--- src/design/kwq_pkg.sv ---
// Shared types, constants and look-up tables of the Morse keyer with queue.
// Used by kwq_cmd_front, kwq_keyer_back and morse_keyer_with_queue.
`timescale 1ns / 1ps
`default_nettype none

package kwq_pkg;

   localparam int QUEUE_DEPTH = 512;
   localparam int PTR_W       = $clog2(QUEUE_DEPTH);
   localparam int FILL_W      = $clog2(QUEUE_DEPTH);
   localparam int QFILL_W     = 9;
   localparam int CHAR_W      = 8;
   localparam int CMD_W       = 2;
   localparam int DOT_W       = 8;
   localparam int INTV_W      = 10;
   localparam int CSR_IDX_W   = 2;
   localparam int CSR_DATA_W  = 6;
   localparam int WPM_W       = 6;

   localparam int CQ_DEPTH = 2;
   localparam int CQ_IDX_W = 1;
   localparam int CQ_CNT_W = 2;

   localparam logic [WPM_W-1:0]  WPM_RESET   = 6'd20;
   localparam logic [DOT_W-1:0]  DOT_DEFAULT = 8'd60;
   localparam logic [CHAR_W-1:0] CHAR_SPACE  = 8'h20;

   localparam logic [CMD_W-1:0] CMD_TICK = 2'd0;
   localparam logic [CMD_W-1:0] CMD_PUSH = 2'd1;
   localparam logic [CMD_W-1:0] CMD_STOP = 2'd2;

   localparam logic [CSR_IDX_W-1:0] REG_WPM     = 2'd0;
   localparam logic [CSR_IDX_W-1:0] REG_KEY_DTR = 2'd1;
   localparam logic [CSR_IDX_W-1:0] REG_ENABLE  = 2'd2;

   typedef enum logic [1:0] {
      OP_TICK,
      OP_PUSH,
      OP_STOP,
      OP_NONE
   } op_type;

   typedef struct packed {
      op_type            op;
      logic [CHAR_W-1:0] char_code;
   } cmd_type;

   typedef struct packed {
      logic    valid;
      cmd_type cmd;
   } front_type;

   typedef struct packed {
      logic       known;
      logic [2:0] length;
      logic [5:0] pattern;
   } morse_code_type;

   function automatic logic [PTR_W-1:0] next_ptr(input logic [PTR_W-1:0] p);
      if (p == PTR_W'(QUEUE_DEPTH - 1)) begin
         return '0;
      end
      return p + PTR_W'(1);
   endfunction

   // Dot length in ticks for a given speed; speeds outside 5 to 60 count as 20.
   function automatic logic [DOT_W-1:0] dot_ticks_of(input logic [WPM_W-1:0] wpm);
      logic [DOT_W-1:0] d;
      begin
         case (wpm)
            6'd5:    d = 8'd240;
            6'd6:    d = 8'd200;
            6'd7:    d = 8'd171;
            6'd8:    d = 8'd150;
            6'd9:    d = 8'd133;
            6'd10:   d = 8'd120;
            6'd11:   d = 8'd109;
            6'd12:   d = 8'd100;
            6'd13:   d = 8'd92;
            6'd14:   d = 8'd85;
            6'd15:   d = 8'd80;
            6'd16:   d = 8'd75;
            6'd17:   d = 8'd70;
            6'd18:   d = 8'd66;
            6'd19:   d = 8'd63;
            6'd20:   d = 8'd60;
            6'd21:   d = 8'd57;
            6'd22:   d = 8'd54;
            6'd23:   d = 8'd52;
            6'd24:   d = 8'd50;
            6'd25:   d = 8'd48;
            6'd26:   d = 8'd46;
            6'd27:   d = 8'd44;
            6'd28:   d = 8'd42;
            6'd29:   d = 8'd41;
            6'd30:   d = 8'd40;
            6'd31:   d = 8'd38;
            6'd32:   d = 8'd37;
            6'd33:   d = 8'd36;
            6'd34:   d = 8'd35;
            6'd35:   d = 8'd34;
            6'd36:   d = 8'd33;
            6'd37:   d = 8'd32;
            6'd38:   d = 8'd31;
            6'd39:   d = 8'd30;
            6'd40:   d = 8'd30;
            6'd41:   d = 8'd29;
            6'd42:   d = 8'd28;
            6'd43:   d = 8'd27;
            6'd44:   d = 8'd27;
            6'd45:   d = 8'd26;
            6'd46:   d = 8'd26;
            6'd47:   d = 8'd25;
            6'd48:   d = 8'd25;
            6'd49:   d = 8'd24;
            6'd50:   d = 8'd24;
            6'd51:   d = 8'd23;
            6'd52:   d = 8'd23;
            6'd53:   d = 8'd22;
            6'd54:   d = 8'd22;
            6'd55:   d = 8'd21;
            6'd56:   d = 8'd21;
            6'd57:   d = 8'd21;
            6'd58:   d = 8'd20;
            6'd59:   d = 8'd20;
            6'd60:   d = 8'd20;
            default: d = DOT_DEFAULT;
         endcase
         return d;
      end
   endfunction

   // Pattern bit 0 is the first element; a set bit is a dash.
   function automatic morse_code_type code_of(input logic [CHAR_W-1:0] c);
      logic [CHAR_W-1:0] up;
      morse_code_type    code;
      begin
         up = c;
         if (c inside {[8'h61:8'h7A]}) begin
            up = c - 8'h20;
         end
         case (up)
            8'h41:   code = '{1'b1, 3'd2, 6'b000010};
            8'h42:   code = '{1'b1, 3'd4, 6'b000001};
            8'h43:   code = '{1'b1, 3'd4, 6'b000101};
            8'h44:   code = '{1'b1, 3'd3, 6'b000001};
            8'h45:   code = '{1'b1, 3'd1, 6'b000000};
            8'h46:   code = '{1'b1, 3'd4, 6'b000100};
            8'h47:   code = '{1'b1, 3'd3, 6'b000011};
            8'h48:   code = '{1'b1, 3'd4, 6'b000000};
            8'h49:   code = '{1'b1, 3'd2, 6'b000000};
            8'h4A:   code = '{1'b1, 3'd4, 6'b001110};
            8'h4B:   code = '{1'b1, 3'd3, 6'b000101};
            8'h4C:   code = '{1'b1, 3'd4, 6'b000010};
            8'h4D:   code = '{1'b1, 3'd2, 6'b000011};
            8'h4E:   code = '{1'b1, 3'd2, 6'b000001};
            8'h4F:   code = '{1'b1, 3'd3, 6'b000111};
            8'h50:   code = '{1'b1, 3'd4, 6'b000110};
            8'h51:   code = '{1'b1, 3'd4, 6'b001011};
            8'h52:   code = '{1'b1, 3'd3, 6'b000010};
            8'h53:   code = '{1'b1, 3'd3, 6'b000000};
            8'h54:   code = '{1'b1, 3'd1, 6'b000001};
            8'h55:   code = '{1'b1, 3'd3, 6'b000100};
            8'h56:   code = '{1'b1, 3'd4, 6'b001000};
            8'h57:   code = '{1'b1, 3'd3, 6'b000110};
            8'h58:   code = '{1'b1, 3'd4, 6'b001001};
            8'h59:   code = '{1'b1, 3'd4, 6'b001101};
            8'h5A:   code = '{1'b1, 3'd4, 6'b000011};
            8'h30:   code = '{1'b1, 3'd5, 6'b011111};
            8'h31:   code = '{1'b1, 3'd5, 6'b011110};
            8'h32:   code = '{1'b1, 3'd5, 6'b011100};
            8'h33:   code = '{1'b1, 3'd5, 6'b011000};
            8'h34:   code = '{1'b1, 3'd5, 6'b010000};
            8'h35:   code = '{1'b1, 3'd5, 6'b000000};
            8'h36:   code = '{1'b1, 3'd5, 6'b000001};
            8'h37:   code = '{1'b1, 3'd5, 6'b000011};
            8'h38:   code = '{1'b1, 3'd5, 6'b000111};
            8'h39:   code = '{1'b1, 3'd5, 6'b001111};
            8'h2E:   code = '{1'b1, 3'd6, 6'b101010};
            8'h2C:   code = '{1'b1, 3'd6, 6'b110011};
            8'h3F:   code = '{1'b1, 3'd6, 6'b001100};
            8'h2F:   code = '{1'b1, 3'd5, 6'b001001};
            8'h2D:   code = '{1'b1, 3'd6, 6'b100001};
            8'h3D:   code = '{1'b1, 3'd5, 6'b010001};
            8'h2B:   code = '{1'b1, 3'd5, 6'b001010};
            default: code = '{1'b0, 3'd0, 6'b000000};
         endcase
         return code;
      end
   endfunction

endpackage

`default_nettype wire

--- src/design/kwq_cmd_front.sv ---
// Command front end: takes request transfers, classifies them and holds them
// in a two-entry command queue for the keyer back end. Depends on kwq_pkg.
`timescale 1ns / 1ps
`default_nettype none

module kwq_cmd_front (
   input  wire                            clock,
   input  wire                            reset,
   input  wire                            req_valid,
   output logic                           req_stall,
   input  wire  [kwq_pkg::CMD_W-1:0]      req_cmd,
   input  wire  [kwq_pkg::CHAR_W-1:0]     req_char_code,
   output kwq_pkg::front_type             front,
   input  wire                            take
);

   kwq_pkg::cmd_type                  slot_ff [kwq_pkg::CQ_DEPTH];
   logic [kwq_pkg::CQ_IDX_W-1:0]      rd_ff, rd_in;
   logic [kwq_pkg::CQ_IDX_W-1:0]      wr_ff, wr_in;
   logic [kwq_pkg::CQ_CNT_W-1:0]      count_ff, count_in;
   kwq_pkg::cmd_type                  entry;
   logic                              push;
   logic                              pop;

   always_comb begin
      entry.char_code = req_char_code;
      case (req_cmd)
         kwq_pkg::CMD_TICK: entry.op = kwq_pkg::OP_TICK;
         kwq_pkg::CMD_PUSH: entry.op = kwq_pkg::OP_PUSH;
         kwq_pkg::CMD_STOP: entry.op = kwq_pkg::OP_STOP;
         default:           entry.op = kwq_pkg::OP_NONE;
      endcase
   end

   assign req_stall   = (count_ff == kwq_pkg::CQ_CNT_W'(kwq_pkg::CQ_DEPTH));
   assign push        = req_valid && !req_stall;
   assign pop         = (count_ff != '0) && take;
   assign front.valid = (count_ff != '0);
   assign front.cmd   = slot_ff[rd_ff];

   always_comb begin
      rd_in    = pop  ? rd_ff + kwq_pkg::CQ_IDX_W'(1) : rd_ff;
      wr_in    = push ? wr_ff + kwq_pkg::CQ_IDX_W'(1) : wr_ff;
      count_in = count_ff;
      if (push && !pop) begin
         count_in = count_ff + kwq_pkg::CQ_CNT_W'(1);
      end else if (pop && !push) begin
         count_in = count_ff - kwq_pkg::CQ_CNT_W'(1);
      end
   end

   always_ff @(posedge clock) begin
      if (push) begin
         slot_ff[wr_ff] <= entry;
      end
   end

   always_ff @(posedge clock) begin
      if (reset) begin
         rd_ff    <= '0;
         wr_ff    <= '0;
         count_ff <= '0;
      end else begin
         rd_ff    <= rd_in;
         wr_ff    <= wr_in;
         count_ff <= count_in;
      end
   end

endmodule

`default_nettype wire

--- config.mk ---
export PLATFORM = sky130hd
export DESIGN_NAME = kwq_cmd_front
export DESIGN_NICKNAME = d
export VERILOG_FILES = /design/src/design/kwq_pkg.sv /design/src/design/kwq_cmd_front.sv
export SDC_FILE = /design/constraint.sdc
export NUM_CORES = 1
export LEC_CHECK = 0
export BUFFER_PORTS_ARGS = -buffer_cell sky130_fd_sc_hd__buf_2
export CORE_ASPECT_RATIO = 1.4
export CORE_MARGIN = 8
export CORE_UTILIZATION = 29
export CTS_BUF_LIST = sky130_fd_sc_hd__clkbuf_8
export CTS_CLUSTER_SIZE = 12
export DETAILED_ROUTE_END_ITERATION = 8
export GPL_ROUTABILITY_DRIVEN = 0
export GPL_TIMING_DRIVEN = 0
export HOLD_SLACK_MARGIN = 0.08
export PLACE_DENSITY = 0.46
export SLEW_MARGIN = 20
export SYNTH_ARGS = -nofsm -noshare
export SYNTH_HDL_FRONTEND = slang
export SYNTH_SLANG_ARGS = --single-unit
--- constraint.sdc ---
create_clock -name clock -period 4.3 [get_ports clock]
set_input_delay 1.29 -clock clock [delete_from_list [all_inputs] [get_ports clock]]
set_output_delay 1.29 -clock clock [all_outputs]
set_load 0.02 [all_outputs]
### After elaboration in Yosys (flattened, before gate mapping)

Memory sizes are Yosys's and may differ from the RTL's. A register that Yosys moved wholly into a read port is not among the register bits.
Cells that the tools add are included.

| word-level totals | value |
|---|---|
| register bits after elaboration | 4 |
| bits in latches | 0 |
| RAM bits | 20 |
| bits in read-only memories | 0 |
| bits of input ports | 14 |
| output and inout port bits | 12 |
| memories | 1 |

Memories:

| memory | depth | bits a word | read ports | clocked after Yosys merged registers in | wr ports | line | source |
|---|---|---|---|---|---|---|---|
| slot_ff | 2 | 10 | 1 | 1 | 1 | kwq_cmd_front.sv:17 | `kwq_pkg::cmd_type slot_ff [kwq_pkg::CQ_DEPTH];` |

| operators by class | value |
|---|---|
| add/subtract/negate cells | 4 |
| $mul | 0 |
| divide/modulo/power cells | 0 |
| order comparisons | 0 |
| eq/ne operators | 3 |
| shift-type cells | 0 |
| muxes and demuxes | 7 |
| bitwise operators | 0 |
| reductions and logical operators | 10 |

Operators with widths:

| kind | count |
|---|---|
| $pmux W2 S3 | 1 |
| $eq A2 B2 Y1 const B | 2 |
| $logic_and A1 B1 Y1 | 4 |
| $mux W1 | 4 |
| $mux W2 | 2 |
| $reduce_bool A2 Y1 | 2 |
| $logic_not A1 Y1 | 3 |
| $add A1 B1 Y1 const B | 2 |
| $add A2 B1 Y2 const B | 1 |
| $eq A2 B1 Y1 const B | 1 |
| $logic_not A2 Y1 | 1 |
| $sub A2 B1 Y2 const B | 1 |

### Logic depth before layout (Yosys ltp)

| depth | value |
|---|---|
| word-level depth | 7 |
| depth in mapped cells | 6 |

### Worst setup path after synthesis

Ideal clock, no wire load.

| timing path | value |
|---|---|
| path type | input to register |
| from | in req_valid |
| to | reg count_ff[1] (netlist bit) |
| arrival time | 2,204 ps |
| required time | 4,230 ps |
| slack | 2,026 ps |
| cell stages on the path | 5 |
| buffers on the path | 0 |
| cell sequence | inv_1 -> nor2_1 -> ha_1 -> or3_1 -> a21oi_1 |

| on the way | value |
|---|---|
| longest elaborated chain between the ends | 4 |

Ends and longest elaborated chain:

| what | line | source |
|---|---|---|
| from (decl) | kwq_cmd_front.sv:9 | `input wire req_valid,` |
| $logic_and A1 B1 Y1 * | kwq_cmd_front.sv:36 | `assign push = req_valid && !req_stall;` |
| net push | kwq_cmd_front.sv:22 | `logic push;` |
| $logic_not A1 Y1 | kwq_cmd_front.sv:47 | `end else if (pop && !push) begin` |
| $logic_and A1 B1 Y1 | kwq_cmd_front.sv:47 |  |
| $reduce_bool A2 Y1 (no line) | -- |  |
| to (signal assigned) | kwq_cmd_front.sv:66 | `count_ff <= count_in;` |
| to (decl) | kwq_cmd_front.sv:20 | `logic [kwq_pkg::CQ_CNT_W-1:0] count_ff, count_in;` |

The timed path passes the listed nets; every way through them passes the cells marked *.
A chain may end at the register's enable or synchronous reset.

==> run metrics <==
Peak Freq=approximately 380 MHz; VDD IR max=0.340 mV; commonest non-fill, non-tap cell in the layout=buf_2; Slew Viols, Final=0; vias in the first global route=582; Setup Viol. Count Final=0; RSZ-0062 raised after global routing=no; Clk pin slew, worst setup/hold paths=0.09 ns; sequential fraction of the synthesis area=74.1%; Hold Path Class=reg2reg; Yosys top cell by area=edfxtp_1; Std-Cell Rows=24; antenna violations before repair=0; leakage power=0.449 nW; Fin. Hold Viols=0; Hold-fix buffers, CTS=0; Routed WL=1610 um; gr usage total=6.41%; TritonRoute pass-1 iters=3; Synth Warn #=0; Worst Skew=between 0.005 and 0.006 ns; critical path arrival=between 1 and 1.5 ns; routed via count=536; clock sink total=25; post-route setup TNS=0 ns; Critical Path End Type=output port; Cells after Synth=58; number of I/O port buffers=23; DRC=0; CTS tree=done; largest net degree at the start of global routing=16; Tmin final=2.64 ns; Horiz. Die Dim=approximately 64 um; FF+latch count, synth=25; Syn Area/Cell=16.3 sq um; cell area after synthesis=946 sq um; CP max FO=10; total gr overflow=0; total of max-cap violations=0; Pwr Density=597 nW/um^2; setup ws final=1.66 ns; Worst slew margin=67.1%; DR iter-0 viols=15; period utilisation layout=61.3%; hpwl dp=1160 um; P&R area growth vs syn=22.5%; I/O pin cnt=26; H-tree depth=1; Slew @ Worst Pin=0.494 ns; die height=83.6 um; die area=about 5400 sq um; core area=3120 sq um; Routed WL per cell=about 13 um; clk_lat worst skew=0.27 ns; Post-layout nets=101; critical setup path kind=reg2out; CTS Buffer Depth=2; Via density=around 4.3; # diodes=0; Starting Density=30.3%; CP Data Required Time=about 3.0 ns; Routed Antenna Nets=0; Synth Net Count=73; top post-synthesis cells by area=edfxtp_1, mux2_2, dfxtp_1; library cells used by synthesis=15; first-pass GRT wire length=2660 um; postcts setup bufs=0; pre-CTS WS=1.81 ns; share of cells above drive strength 1=47.1%; post-synth top area share=between 60% and 70%; fill cell count=322; Num CTS Buffers=3; CP Launch Type=flop; outcome=complete, no violations; most frequent cells in the layout=buf_2, edfxtp_1, mux2_2, dfxtp_1, nor2_1; Root Buffer=clkbuf_8; post-cts sizing count=0
flip-flops by register name, indices dropped and copies added, names as in the netlist, named ones only:
register and count:
slot_ff 20, count_ff 2, rd_ff 1, wr_ff 1
final cells by class:
class / count / area [sq um] / area share, %
Clock inverter: 1 / 7.51 / 0.648
Clock buffer: 3 / 41.3 / 3.56
Multi-Input combinational cell: 28 / 225 / 19.4
Tap cell: 39 / 48.8 / 4.21
Buffer: 3 / 12.5 / 1.08
Sequential cell: 25 / 701 / 60.5
Timing Repair Buffer: 23 / 115 / 9.94
Inverter: 2 / 7.51 / 0.648
worst max-delay path, stage by stage (launching register included):
cell and delay [ns]:
dfxtp_1 0.31, buf_2 0.24, mux2_2 0.37, buf_2 0.16
path summary, 6_finish.rpt:
path / startpoint / end / slack, ns / cells past startpoint
worst max-delay path: flop / front[0] / 1.66 / 3
worst min-delay path: rd_ff / flop / 0.51 / 2
worst max register to register: count_ff[0] / count_ff[1] / 2.74 / 4
worst min register to register: rd_ff / flop / 0.51 / 2
cells by family (layout without fill, tap and decap cells):
kind of cell             after synthesis  in the layout  synth area share, %
multiplexers                          10             10                 11.9
buffers and inverters                  5             32                 2.12
adder cells (fa/ha/maj)                1              1                 1.32
AO/OA/AOI/OAI                          5              5                 2.65
flip-flops                            25             25                 74.1
XOR/XNOR                               3              3                 2.78
AND/OR/NAND/NOR                        9              9                 5.16
report_power, final:
part,total (W),switching (W),internal (W)
registers,0.000324,0.0000168,0.000308
logic,0.000230,0.000134,0.0000953
clock network,0.000138,0.0000720,0.0000655
stage by stage:
stage | hold slack (ns) | cell area [sq um] | util (%) | power (W) | cells
global placement | 0.467 | 1110 | 35.5 | 0.000563 | 120
floorplan | 0.452 | 946 | - | 0.000496 | 58
detailed placement | 0.489 | 1110 | 35.5 | 0.000564 | 120
global route | 0.541 | 1160 | 37.1 | 0.000739 | 124
CTS | 0.510 | 1160 | 37.1 | 0.000703 | 124
finish | 0.508 | 1160 | 37.1 | 0.000692 | 124
routing by layer:
metal / GRT usage, % / share of wire, % / vias up
met5: 0 / 0 / -
met3: 2.69 / 9.6 / 4
met1: 6.79 / 43 / 250
met2: 9.80 / 46 / 20
met4: 4.78 / 2.2 / 0
li1: - / - / 262
cell usage after synthesis:
| cell type | n |
|---|---|
| nor2b_2 | 1 |
| nor2_1 | 4 |
| edfxtp_1 | 20 |
| dfxtp_1 | 5 |
| xor2_1 | 3 |
| mux2_2 | 10 |
| ha_1 | 1 |
| a21oi_1 | 2 |
| or2_2 | 1 |
| or3_1 | 2 |
| inv_1 | 2 |
| and2_1 | 1 |
| buf_2 | 1 |
| o21ai_0 | 3 |
| clkbuf_1 | 2 |
Note: power is estimated with default switching activity, not from simulation.
